File: src/rtl/core/catu_pkg.sv
// shared types, constants and arctangent table for the atan2 unwrap block
package catu_pkg;

    localparam int CORDIC_STEPS_DEF  = 16;
    localparam int FRACTION_BITS_DEF = 16;
    localparam int TABLE_DEPTH       = 24;
    localparam int STEP_W            = $clog2(TABLE_DEPTH);
    localparam int VEC_W             = 36;   // prescaled vector plus cordic growth
    localparam int ANG_W             = 40;   // unwrap arithmetic width
    localparam int APB_ADDR_W        = 3;
    localparam int APB_DATA_W        = 32;
    localparam int REG_HALF_TURN     = 0;

    // atan(2^-i) in units of 2^-32 turn
    localparam logic [31:0] ARC_TABLE [TABLE_DEPTH] = '{
        32'd536870912, 32'd316933406, 32'd167458907, 32'd85004756,
        32'd42667331,  32'd21354465,  32'd10679838,  32'd5340245,
        32'd2670163,   32'd1335087,   32'd667544,    32'd333772,
        32'd166886,    32'd83443,     32'd41722,     32'd20861,
        32'd10430,     32'd5215,      32'd2608,      32'd1304,
        32'd652,       32'd326,       32'd163,       32'd81
    };

    typedef enum logic [2:0] {
        ST_IDLE,
        ST_ROTATE,
        ST_SUM,
        ST_FIX_HI,
        ST_FIX_LO
    } catu_state_t;

    typedef struct packed {
        logic              load;
        logic              rotate;
        logic              sum;
        logic              fix_hi;
        logic              commit;
        logic [STEP_W-1:0] step;
    } catu_cmd_t;

    typedef struct packed {
        logic out_free;
    } catu_status_t;

endpackage

File: src/rtl/core/catu_ctrl.sv
// controller: sequences load, cordic steps, unwrap fixes and result commit
module catu_ctrl #(
    parameter int CORDIC_STEPS = catu_pkg::CORDIC_STEPS_DEF
) (
    input  logic                   aclk,
    input  logic                   aresetn,
    input  logic                   s_tvalid,
    output logic                   s_tready,
    input  catu_pkg::catu_status_t status,
    output catu_pkg::catu_cmd_t    cmd
);

    localparam int NUM_STEPS = (CORDIC_STEPS > catu_pkg::TABLE_DEPTH) ?
                               catu_pkg::TABLE_DEPTH : CORDIC_STEPS;
    localparam logic [catu_pkg::STEP_W-1:0] LAST_STEP = catu_pkg::STEP_W'(NUM_STEPS - 1);

    catu_pkg::catu_state_t state_reg, state_next;
    logic [catu_pkg::STEP_W-1:0] step_reg, step_next;

    always_ff @(posedge aclk) begin
        if (!aresetn) begin
            state_reg <= catu_pkg::ST_IDLE;
            step_reg  <= '0;
        end else begin
            state_reg <= state_next;
            step_reg  <= step_next;
        end
    end

    always_comb begin
        state_next = state_reg;
        step_next  = step_reg;
        unique case (state_reg)
            catu_pkg::ST_IDLE: begin
                step_next = '0;
                if (s_tvalid) begin
                    state_next = catu_pkg::ST_ROTATE;
                end
            end
            catu_pkg::ST_ROTATE: begin
                step_next = step_reg + 1'b1;
                if (step_reg == LAST_STEP) begin
                    state_next = catu_pkg::ST_SUM;
                end
            end
            catu_pkg::ST_SUM: begin
                state_next = catu_pkg::ST_FIX_HI;
            end
            catu_pkg::ST_FIX_HI: begin
                state_next = catu_pkg::ST_FIX_LO;
            end
            catu_pkg::ST_FIX_LO: begin
                // hold until the output register can take the result
                if (status.out_free) begin
                    state_next = catu_pkg::ST_IDLE;
                end
            end
            default: begin
                state_next = catu_pkg::ST_IDLE;
            end
        endcase
    end

    always_comb begin
        s_tready   = 1'b0;
        cmd        = '0;
        cmd.step   = step_reg;
        unique case (state_reg)
            catu_pkg::ST_IDLE: begin
                s_tready = 1'b1;
                cmd.load = s_tvalid;
            end
            catu_pkg::ST_ROTATE: begin
                cmd.rotate = 1'b1;
            end
            catu_pkg::ST_SUM: begin
                cmd.sum = 1'b1;
            end
            catu_pkg::ST_FIX_HI: begin
                cmd.fix_hi = 1'b1;
            end
            catu_pkg::ST_FIX_LO: begin
                cmd.commit = status.out_free;
            end
            default: begin
                s_tready = 1'b0;
            end
        endcase
    end

endmodule

File: src/rtl/core/catu_datapath.sv
// datapath: cordic vectoring registers, unwrap arithmetic and output register
module catu_datapath #(
    parameter int FRACTION_BITS = catu_pkg::FRACTION_BITS_DEF
) (
    input  logic                   aclk,
    input  logic                   aresetn,
    input  catu_pkg::catu_cmd_t    cmd,
    output catu_pkg::catu_status_t status,
    input  logic                   half_turn_period,
    input  logic signed [15:0]     y_component,
    input  logic signed [15:0]     x_component,
    input  logic                   restart,
    input  logic signed [31:0]     seed_angle,
    output logic                   out_valid,
    input  logic                   out_ready,
    output logic [31:0]            unwrapped_angle
);

    localparam int VW = catu_pkg::VEC_W;
    localparam int AW = catu_pkg::ANG_W;
    localparam logic [AW-1:0] MASK_FULL = (AW'(1) << FRACTION_BITS) - AW'(1);
    localparam logic [AW-1:0] MASK_HALF = (AW'(1) << (FRACTION_BITS - 1)) - AW'(1);
    localparam logic signed [AW-1:0] EIGHTH = AW'(1) << (FRACTION_BITS - 3);
    localparam logic signed [32:0] ROUND_HALF = 33'd1 << (31 - FRACTION_BITS);

    logic signed [VW-1:0] x_reg, y_reg;
    logic [31:0]          z_reg;
    logic                 zero_reg;
    logic signed [31:0]   ref_reg;
    logic signed [AW-1:0] temp_reg, hi_reg, lo_reg;
    logic signed [31:0]   reference_reg;
    logic [31:0]          out_data_reg;
    logic                 out_valid_reg;

    logic signed [VW-1:0] x_scaled, y_scaled, dx, dy;
    logic [31:0]          arc;
    logic signed [32:0]   z_rounded, z_shifted;
    logic signed [AW-1:0] angle, ref_ext, base, d_hi, d_lo, fixed;
    logic [AW-1:0]        mask;

    assign x_scaled = {{(VW - 32){x_component[15]}}, x_component, 16'b0};
    assign y_scaled = {{(VW - 32){y_component[15]}}, y_component, 16'b0};
    assign dx  = y_reg >>> cmd.step;
    assign dy  = x_reg >>> cmd.step;
    assign arc = catu_pkg::ARC_TABLE[cmd.step];

    // round the signed turn accumulator to the output fraction
    assign z_rounded = $signed({z_reg[31], z_reg}) + ROUND_HALF;
    assign z_shifted = z_rounded >>> (32 - FRACTION_BITS);
    assign angle     = zero_reg ? '0 : AW'(z_shifted);

    assign mask    = half_turn_period ? MASK_HALF : MASK_FULL;
    assign ref_ext = AW'(ref_reg);
    assign base    = ref_ext & ~mask;

    // whole periods needed to bring temp back inside the window
    assign d_hi  = temp_reg - hi_reg;
    assign d_lo  = lo_reg - temp_reg;
    assign fixed = (temp_reg < lo_reg) ? temp_reg + ((d_lo + mask) & ~mask) : temp_reg;

    always_ff @(posedge aclk) begin
        if (cmd.load) begin
            zero_reg <= (x_component == 16'sd0) && (y_component == 16'sd0);
            ref_reg  <= restart ? seed_angle : reference_reg;
            if (x_component[15]) begin
                x_reg <= -x_scaled;
                y_reg <= -y_scaled;
                z_reg <= 32'h8000_0000;
            end else begin
                x_reg <= x_scaled;
                y_reg <= y_scaled;
                z_reg <= '0;
            end
        end else if (cmd.rotate) begin
            if (!y_reg[VW-1]) begin
                x_reg <= x_reg + dx;
                y_reg <= y_reg - dy;
                z_reg <= z_reg + arc;
            end else begin
                x_reg <= x_reg - dx;
                y_reg <= y_reg + dy;
                z_reg <= z_reg - arc;
            end
        end
        if (cmd.sum) begin
            temp_reg <= angle + base;
            hi_reg   <= ref_ext + EIGHTH;
            lo_reg   <= ref_ext - EIGHTH;
        end else if (cmd.fix_hi) begin
            if (temp_reg > hi_reg) begin
                temp_reg <= temp_reg - ((d_hi + mask) & ~mask);
            end
        end
        if (cmd.commit) begin
            out_data_reg <= fixed[31:0];
        end
    end

    always_ff @(posedge aclk) begin
        if (!aresetn) begin
            reference_reg <= '0;
            out_valid_reg <= 1'b0;
        end else begin
            if (cmd.commit) begin
                reference_reg <= fixed[31:0];
                out_valid_reg <= 1'b1;
            end else if (out_ready) begin
                out_valid_reg <= 1'b0;
            end
        end
    end

    assign status.out_free = !out_valid_reg || out_ready;
    assign out_valid       = out_valid_reg;
    assign unwrapped_angle = out_data_reg;

endmodule

File: src/rtl/core/continuous_atan2_unwrap.sv
// top level: continuous multi-turn atan2 with apb mode register
//
//  channel   | ports                      | contents
//  ----------+----------------------------+------------------------------------------
//  input     | s_tvalid s_tready s_tdata  | y, x, seed angle; s_tuser = restart
//  result    | m_tvalid m_tready m_tdata  | unwrapped angle, 16 fraction bits
//  config    | psel penable pwrite paddr  | half_turn_period at byte address 0
//
//  an item is loaded, then the shared cordic step unit runs once per cycle for each
//  of the CORDIC_STEPS steps (capped at the table depth), then sum, upper fix and lower fix
//  synchronous active-low reset clears the mode, the reference angle and output valid
//  a new request is taken while the previous result still waits in the output
//  register; the lower-fix cycle holds while that register is occupied and not being taken
module continuous_atan2_unwrap #(
    parameter int CORDIC_STEPS  = catu_pkg::CORDIC_STEPS_DEF,
    parameter int FRACTION_BITS = catu_pkg::FRACTION_BITS_DEF
) (
    input  logic                            aclk,
    input  logic                            aresetn,
    input  logic                            s_tvalid,
    output logic                            s_tready,
    input  logic [63:0]                     s_tdata,  // y_component, x_component, seed_angle
    input  logic                            s_tuser,  // restart
    output logic                            m_tvalid,
    input  logic                            m_tready,
    output logic [31:0]                     m_tdata,  // unwrapped_angle
    input  logic                            psel,
    input  logic                            penable,
    input  logic                            pwrite,
    input  logic [catu_pkg::APB_ADDR_W-1:0] paddr,
    input  logic [catu_pkg::APB_DATA_W-1:0] pwdata,
    output logic [catu_pkg::APB_DATA_W-1:0] prdata,
    output logic                            pready
);

    localparam logic [catu_pkg::APB_ADDR_W-3:0] IDX_HALF_TURN =
        (catu_pkg::APB_ADDR_W - 2)'(catu_pkg::REG_HALF_TURN);

    logic                   half_turn_period_reg;
    logic                   cfg_write;
    catu_pkg::catu_cmd_t    cmd;
    catu_pkg::catu_status_t status;

    assign pready    = 1'b1;
    assign cfg_write = psel && penable && pwrite;

    always_ff @(posedge aclk) begin
        if (!aresetn) begin
            half_turn_period_reg <= 1'b0;
        end else if (cfg_write && (paddr[catu_pkg::APB_ADDR_W-1:2] == IDX_HALF_TURN)) begin
            half_turn_period_reg <= pwdata[0];
        end
    end

    always_comb begin
        prdata = '0;
        if (paddr[catu_pkg::APB_ADDR_W-1:2] == IDX_HALF_TURN) begin
            prdata[0] = half_turn_period_reg;
        end
    end

    catu_ctrl #(
        .CORDIC_STEPS(CORDIC_STEPS)
    ) u_ctrl (
        .aclk    (aclk),
        .aresetn (aresetn),
        .s_tvalid(s_tvalid),
        .s_tready(s_tready),
        .status  (status),
        .cmd     (cmd)
    );

    catu_datapath #(
        .FRACTION_BITS(FRACTION_BITS)
    ) u_datapath (
        .aclk            (aclk),
        .aresetn         (aresetn),
        .cmd             (cmd),
        .status          (status),
        .half_turn_period(half_turn_period_reg),
        .y_component     (s_tdata[15:0]),
        .x_component     (s_tdata[31:16]),
        .restart         (s_tuser),
        .seed_angle      (s_tdata[63:32]),
        .out_valid       (m_tvalid),
        .out_ready       (m_tready),
        .unwrapped_angle (m_tdata)
    );

endmodule

File: config.mk
export PLATFORM = sky130hd
export DESIGN_NAME = continuous_atan2_unwrap
export DESIGN_NICKNAME = d
export VERILOG_FILES = /design/src/rtl/core/catu_pkg.sv /design/src/rtl/core/catu_ctrl.sv /design/src/rtl/core/catu_datapath.sv /design/src/rtl/core/continuous_atan2_unwrap.sv
export SDC_FILE = /design/constraint.sdc
export NUM_CORES = 1
export LEC_CHECK = 0
export ABC_AREA = 1
export ABC_CLOCK_PERIOD_IN_PS = 14200
export BUFFER_PORTS_ARGS = -buffer_cell sky130_fd_sc_hd__buf_2
export CAP_MARGIN = 20
export CORE_MARGIN = 2
export CORE_UTILIZATION = 60
export CTS_CLUSTER_DIAMETER = 120
export DETAILED_ROUTE_END_ITERATION = 10
export GPL_ROUTABILITY_DRIVEN = 0
export GPL_TIMING_DRIVEN = 0
export HOLD_SLACK_MARGIN = 0.05
export PLACE_DENSITY = 0.83
export REMOVE_ABC_BUFFERS = 1
export SYNTH_ARGS = -nofsm -noshare
export SYNTH_HDL_FRONTEND = slang
export SYNTH_HIERARCHICAL = 1
export SYNTH_SLANG_ARGS = --single-unit
File: constraint.sdc
create_clock -name aclk -period 14.2 [get_ports aclk]
set_input_delay 2.13 -clock aclk [delete_from_list [all_inputs] [get_ports aclk]]
set_output_delay 2.13 -clock aclk [all_outputs]
set_load 0.005 [all_outputs]
## Word-level counts from Yosys, hierarchy flattened

Memory sizes are Yosys's and may differ from the RTL's.
Index checks and enable logic that the tools add are counted.
Widths: inputs -> output; s select.

| storage, ports and cells | value |
|---|---|
| flip-flop bits (word level) | 324 |
| logic and storage cells | 104 |
| ROM bits | 1024 |
| memories kept | 1 |
| input port bits | 107 |
| output and inout bits | 67 |

Memories:

| memory | words | bits a word | read ports | clocked after memory_dff | wr ports | RTL line | source |
|---|---|---|---|---|---|---|---|
| (no name shown) | 32 | 32 | 1 | 0 | 0 | catu_datapath.sv:45 | `assign arc = catu_pkg::ARC_TABLE[cmd.step];` |

| operators by class | value |
|---|---|
| eq/ne operators | 8 |
| muxes and demuxes | 35 |
| add/sub/neg operators | 19 |
| shifts and indexed selects | 2 |
| magnitude comparators | 3 |
| bitwise operators | 6 |
| reduce and logical (&&, ||, !) cells | 16 |

Operator list:

| kind | number |
|---|---|
| $mux 36 | 8 |
| $mux 32 | 8 |
| $mux 40 | 4 |
| $add 32x32->32 | 3 |
| $add 40x40->40 | 2 |
| $and 40x40->40 | 2 |
| $sub 40x40->40 | 2 |
| $add 36x36->36 | 2 |
| $neg 32->36 | 2 |
| $sshr 36x5->36 | 2 |
| $sub 36x36->36 | 2 |
| $sub 32x32->32 | 2 |
| $gt 40x40->1 | 1 |
| $lt 40x33->1 | 1 |
| $not 16->40 | 1 |
| $add 32x15->33 const B | 1 |
| $add 32x17->33 const B | 1 |
| $sub 32x15->33 const B | 1 |
| $and 32x32->32 | 1 |
| $logic_not 16->1 | 2 |
| $mux 16 | 1 |
| $pmux 3 s5 | 1 |
| $pmux 5 s2 | 1 |
| $reduce_bool 2->1 | 5 |
| 18 further kinds | 33 |

## Longest topological paths before layout

Gate-level depths: netlist of run 1.

| depth | value |
|---|---|
| depth in word-level cells | 8 |
| mapped depth | 36 |
| mapped depth without buffers | 34 |

## By module

The synthesis of run 1 kept the hierarchy.

By module, submodules not included:

| module | instances | seq. area each (um^2) | cells each | area an instance (um^2) |
|---|---|---|---|---|
| catu_datapath | 1 | 8498.2 | 4848 | 33494.6 |
| catu_ctrl | 1 | 160.2 | 62 | 452.9 |
| continuous_atan2_unwrap | 1 | 20.0 | 46 | 314.1 |

## Worst setup path after synthesis of run 1

Ideal clock, no wire load.

| path | value |
|---|---|
| path type | input -> register |
| start point | input port s_tvalid |
| end point | register u_datapath.x_reg[0] (enable) |
| library setup time | 0.418 ns |
| buffers on the path | 2 |
| data required time | 13.782 ns |
| cell stages on the path | 5 |
| arrival time | 6.473 ns |
| slack | 7.309 ns |
| cell sequence | inv_1 nor3_1 clkbuf_1 clkbuf_1 or2_2 |

RTL lines:

| element | RTL line | source |
|---|---|---|
| start: declaration | continuous_atan2_unwrap.sv:20 | `input logic s_tvalid,` |
| end signal: assignment | catu_datapath.sv:66 | `x_reg <= -x_scaled;` |
| end signal: assignment | catu_datapath.sv:70 | `x_reg <= x_scaled;` |
| end signal: assignment | catu_datapath.sv:76 | `x_reg <= x_reg + dx;` |
| end: declaration | catu_datapath.sv:26 | `logic signed [VW-1:0] x_reg, y_reg;` |

## Worst setup path after layout of run 1

| path | value |
|---|---|
| start point | register u_ctrl/step_reg[3] (netlist bit) |
| end point | register u_datapath.y_reg[23], data pin |

| on the way | value |
|---|---|
| longest elaborated chain between the ends | 5 |
| elaborated cells on any way between the ends | 6 |
| those cells by class | add/sub: 2; shift: 1; mux: 3 |

Ends and longest elaborated chain:

| element | RTL line | source |
|---|---|---|
| start: declaration | catu_ctrl.sv:18 | `logic [catu_pkg::STEP_W-1:0] step_reg, step_next;` |
| start signal: assignment | catu_ctrl.sv:26 | `step_reg <= step_next;` |
| $sshr 36x5->36 (*) | catu_datapath.sv:44 | `assign dy = x_reg >>> cmd.step;` |
| $sub 36x36->36 or $add 36x36->36 (tied branches) | catu_datapath.sv:77, catu_datapath.sv:81 |  |
| $mux 36 (*) | catu_datapath.sv:75 | `if (!y_reg[VW-1]) begin` |
| $mux 36 (*) | catu_datapath.sv:74 | `end else if (cmd.rotate) begin` |
| $mux 36 (*) | catu_datapath.sv:62 | `if (cmd.load) begin` |
| end signal: assignment | catu_datapath.sv:67 | `y_reg <= -y_scaled;` |
| end signal: assignment | catu_datapath.sv:77 | `y_reg <= y_reg - dy;` |
| end signal: assignment | catu_datapath.sv:81 | `y_reg <= y_reg + dy;` |
| end: declaration | catu_datapath.sv:26 |  |

Every way passes the cells marked *; elsewhere a longest branch is shown, timed or not. The select of a mux whose other input is x is not followed.
A chain may end at the register's enable or synchronous reset.

==> impl_metrics.toml, run 1 <==
[outcome]
status = "finished, final reports clean"

[die]
rows = 87
die_h_um = 243
core_um2 = 56400
initial_utilization_pct = 60.8
die_x_um = 243
ios = 174
dieArea_um2 = 59000

[clocking]
cts_resized = 0
clk_pin_slew_worst_paths_ns = 0.06
cts_tree = "done"
cts_sinks = 303
cts_made_buffers = 39
htree_levels = 2
clk_latency_ns = 0.58
cts-root-buf = "clkbuf_16"
cts_hold_buf = 0
cts_setup_buffers = 0
cts_buffer_depth = 3

[worst_setup_path]
r2r_start = "u_ctrl/step_reg[3]"
crit_fanout = 52
required_ns = 14.52
crit_path_top_delay_cell = "dfxtp_2"
critPathKind = "reg2reg"
r2r.worst_path.cells = 23
cp-startpoint = "u_ctrl/step_reg[3]"
cpPeakStageDelay_ns = 0.94
start_kind = "flip-flop"
crit_path_end_kind = "flip-flop"
crit_top_cell = "nand2_1"
arrival_ns = 6.40
path_cells = "inv_2 > nor2_2 > buf_8 > nand2_1 > nand2_1 > inv_1 > nand2_1 > inv_1 > ha_1 > nand4_2 > o21ai_0 > xor2_1 > inv_1 > ha_1 > nand2_1 > o31ai_1 > nand2_1 > o21bai_1 > nand2_1 > nand2_1 > a21oi_1 > o21ai_0 > o21ai_0"

[global_route]
grt_pass1_vias = 31792
antenna_found_initial = 1
grtUsageTotal_pct = 32.7
grt_pass1_wl_um = 159000
grt_max_degree = 90
grt-ovfl-total = 0

[sta]
fin_crit_sh_pct = 42.8
slew_headroom_pct = 29.5
worst_clock_skew_ns = 0.0181
setup_tns_ns = 0
fmax_ghz = 0.164
layout_setup_ws_ns = 8.12
slew_violations = 0
worst_pin_slew_ns = 1.06
final_hold_viol_count = 0
finalSetupViolCount = 0
min_period_ns = 6.08
rsz0062_at_grt = "false"

[cells_and_area]
syn2layout_area_growth_pct = 7.61
nets = 5535
largest_register_ffs = 40
drive_gt1_share_pct = 6.18
antennaDiodeCount = 0

[routing]
first_pass_iters = 7
drt-initial-drc-count = 3580
drc = 0
vias = 34487
drt_wl_total_um = 99100
drtAntennaViolNets = 0
via_per_inst = 5.96
routedWlPerCell_um = 17.1

[min_path]
worstHoldStart = "u_datapath/ref_reg[4]"
hold_path_class = "reg2reg"
hold_depth = 0

[place]
dp_hpwl_um = 77100
post-place-ws_ns = 7.81
io_buffers = 108

[logic_synthesis]
synthTopCellsByArea = "edfxtp_1 (23%), ha_1 (15%), nand2_1 (13%)"
synth_area_um2 = 34300
yosysSeqAreaShare_pct = 25.3
synth.top_cells.by_count = "nand2_1 (1145), inv_1 (577), nand3_1 (487)"
synth_top_area_share_pct = 22.9
ys_async_sr_fraction_pct = 0
syn_area_per_cell_um2 = 6.91
ys.flop_type = "edfxtp_1"
ys_warn_count = 6
yosys.area.top_type = "edfxtp_1"
synth-seq-cells = 303
yosysMostFrequentCell = "nand2_1"
synth_enable_flop_cells = 261
synth.distinct_cells = 65
syn_inst = 4956

[flow_run]
drv_cap = 0
[final cells by class]
class / instances / area [µm²]
Tap cell: 756 / 946
Clock buffer: 52 / 1090
Sequential cell: 303 / 8690
Multi-Input combinational cell: 3918 / 22600
Inverter: 596 / 2240
Timing Repair Buffer: 144 / 1100
Clock inverter: 19 / 190
Fill cell: 4947 / 19500
[worst paths after layout]
kind / end / slack [ns]
worst max-delay path: u_datapath/y_reg[23] / 8.12
worst min-delay path: u_datapath/hi_reg[4] / 0.42
worst max register to register: u_datapath/y_reg[23] / 8.12
worst min register to register: u_datapath/hi_reg[4] / 0.42
[logic make-up (layout without fill, tap and decap cells)]
kind of cell,after synthesis,after routing,share of synthesized area (%)
XOR/XNOR,191,191,4.88
multiplexers,17,17,0.559
AO/OA/AOI/OAI,1019,1019,16.4
flip-flops,303,303,25.3
buffers and inverters,765,811,9.07
AND/OR/NAND/NOR,2233,2233,27.6
other,2,32,0.0219
adder cells (fa/ha/maj),426,426,16.1
[layer usage]
metal  GRT usage, %  wire length, µm  vias to the layer above
li1               -                -                    16864
met5              0               12                        -
met4           16.0             5390                        2
met1           41.9            41000                    15738
met3           3.79             7180                      311
met2           54.8            45500                     1572
[cell usage in the layout, fill, tap and decap left out, drive strengths merged, types with 30 or more instances in the layout]
master	synthesis	final
nor2	426	426
xor2	119	119
edfxtp	261	261
nor3	61	61
buf	97	144
a21oi	460	460
nand4	52	52
conb	2	32
inv	593	597
clkbuf	72	52
nand3	490	490
o21a	30	30
dfxtp	42	42
a31oi	31	31
o21ai	370	370
ha	400	400
nand2	1155	1155
xnor2	72	72
[metrics by stage]
step / cells / util, % / cell area (µm²) / hold WS, ns
floorplan: 4817 / - / 33500 / 0.400
global placement: 5681 / 62.1 / 35000 / 0.401
detailed placement: 5711 / 62.9 / 35500 / 0.413
CTS: 5782 / 65.2 / 36700 / 0.422
global route: 5788 / 65.4 / 36900 / 0.426
finish: 5788 / 65.4 / 36900 / 0.421
[critical path, delay by kind of cell (launching register included)]
family | cells | cell delay [ns]
buffers and inverters | 5 | 1.10
adder cells (fa/ha/maj) | 2 | 0.63
flip-flops | 1 | 0.94
AND/OR/NAND/NOR | 9 | 1.55
XOR/XNOR | 1 | 0.23
AO/OA/AOI/OAI | 6 | 1.32
Power of run 1 is left out: the tool's default activity adds up to more than one toggle a clock period on the data nets, which glitch-free logic cannot reach.
==> run 2: changes to the inputs <==
Settings changed: ABC_CLOCK_PERIOD_IN_PS 14200 to 5350, CORE_UTILIZATION 60 to 58, PLACE_DENSITY 0.83 to 0.84.
Clock period 14.2 ns to 5.35 ns, I/O delays scaled along.
==> run 2 against run 1 <==
The flow now finishes with violations (design-rule violations). Non-clock buffer count grew 12. Die area up 3.4%. Clock-buffer cell count increased by 4. Sequential share of layout area decreased by 0.23 points. Wire length up 3.3%. Register-to-register slack got worse by 8.0 ns. Cell area increased by 1.1%. Fmax grew 17%. Final cell count rose by 0.47%. Setup slack got worse by 8.0 ns. Via count up 1.8%.
==> impl_metrics.toml, run 2 (synthesis results as in run 1) <==
[outcome]
status = "finished with violations"
failed_checks = "design-rule violations"

[die]
die_x_um = 247
rows = 89
initial_utilization_pct = 58.4
die_h_um = 247
ios = 174
dieArea_um2 = 61000
core_um2 = 58700

[routing]
drc = 1
drtAntennaViolNets = 0
via_per_inst = 6.03
vias = 35092
first_pass_iters = 11
routedWlPerCell_um = 17.6
drt-initial-drc-count = 3881
drt_wl_total_um = 102000

[sta]
fin_crit_sh_pct = 97.4
hold_ws_ns = 0.420
layout_setup_ws_ns = 0.139
rsz0062_at_grt = "true"
fmax_ghz = 0.192
finalSetupViolCount = 0
worst_pin_slew_ns = 1.02
slew_headroom_pct = 31.9
worst_clock_skew_ns = 0.0107
final_hold_viol_count = 0
min_period_ns = 5.21
slew_violations = 0

[place]
io_buffers = 108
post-place-ws_ns = -0.992
dp.cells = 5726
dp_hpwl_um = 77600
dpl-instance-area_um2 = 35400

[clocking]
cts_hold_buf = 0
clk_latency_ns = 0.58
cts-root-buf = "clkbuf_16"
cts_made_buffers = 38
cts_buffer_depth = 3
cts_sinks = 303
htree_levels = 2
clk_pin_slew_worst_paths_ns = 0.05
cts_tree = "done"

[cells_and_area]
mostFrequentLayoutCells = "nand2_1 (1144), inv_1 (574), nand3_1 (487)"
multi_input_area_um2 = 22800
nets = 5546
final_common_cell = "nand2_1"
antennaDiodeCount = 0
stdcell_count = 5815
fin_area_um2 = 37300
largest_register_ffs = 40
syn2layout_area_growth_pct = 8.75
seq_area_um2 = 8690
n_fill_cell = 5079
drive_gt1_share_pct = 7.12

[global_route]
grt_max_degree = 87
grt_use_met3_pct = 4.63
grt_pass1_vias = 31558
grt_pass1_wl_um = 157000
grt_use_met1_pct = 39.8
antenna_found_initial = 2
grt.busiest_layer = "met2"
grt-ovfl-total = 0
use_met2_pct = 53.5
grtUsageTotal_pct = 31.9

[worst_setup_path]
arrival_ns = 5.53
required_ns = 5.67
crit_path_top_delay_cell = "edfxtp_1"
path_cells = "ha_1 > fa_1 > inv_1 > ha_1 > o21bai_1 > ha_1 > nand2_1 > nor2_1 > nand2_1 > nor2_1 > nand2_1 > o211ai_1 > a31o_2 > xnor2_1 > ha_1 > nand2_1 > nor4_4 > nand4_1 > nand3_1 > a31o_2 > a21oi_1 > o21ai_0 > nand2_1"
start_kind = "flip-flop"
crit_fanout = 5
cpPeakStageDelay_ns = 0.53
crit_top_cell = "nand2_1"
rrSetupSlack_ns = 0.14
crit_path_end_kind = "flip-flop"
critPathKind = "reg2reg"

[flow_run]
drv_cap = 0

[min_path]
hold_path_class = "reg2reg"
-- run 2: path summary, 6_finish.rpt --
kind / startpoint / endpoint / cells after the start
worst max-delay path: u_datapath/temp_reg[14] / u_datapath/temp_reg[36] / 23
worst max register to register: u_datapath/temp_reg[14] / u_datapath/temp_reg[36] / 23
worst min-delay path: u_datapath/ref_reg[9] / u_datapath/hi_reg[9] / 0
worst min register to register: u_datapath/ref_reg[9] / u_datapath/hi_reg[9] / 0
-- run 2: routing by layer --
| layer | part of all wire (%) | vias up |
|---|---|---|
| li1 | - | 16883 |
| met1 | 39 | 15917 |
| met2 | 45 | 1865 |
| met3 | 8.9 | 427 |
| met4 | 6.3 | 0 |
| met5 | 0 | - |
-- run 2: cell type report --
class                   instances  area share, %
well taps                     773           2.60
repair buffers                156           3.34
inverters                     596           6.13
clock inverters                13          0.356
flip-flops and latches        303           23.3
multi-input cells            3918           61.2
clock buffers                  56           3.01
-- run 2: worst max-delay path, delay by kind of cell, from the launching register on --
kind / cells / cell delay (ns)
compound gates: 6 / 1.07
xor+xnor: 1 / 0.09
fa+ha+maj: 5 / 1.68
buf+inv: 1 / 0.05
flops: 1 / 0.53
simple gates: 10 / 1.53
-- run 2: per-stage QoR --
step	setup TNS, ns	util [%]
after floorplan	-781.46	-
after global placement	-2920.74	59.7
after detailed placement	-28.05	60.4
after CTS	0	62.7
after global routing	-0.518	63.5
final	0	63.5
-- run 2: what timing repair did --
item                                    4_1_cts  5_1_grt
endpoints found under the setup margin       72       83
setup buffers                                 2       14
resized for setup                            18       57
gates cloned                                  0        1
pin swaps                                     0        5
Power of run 2 is left out for the same reason.
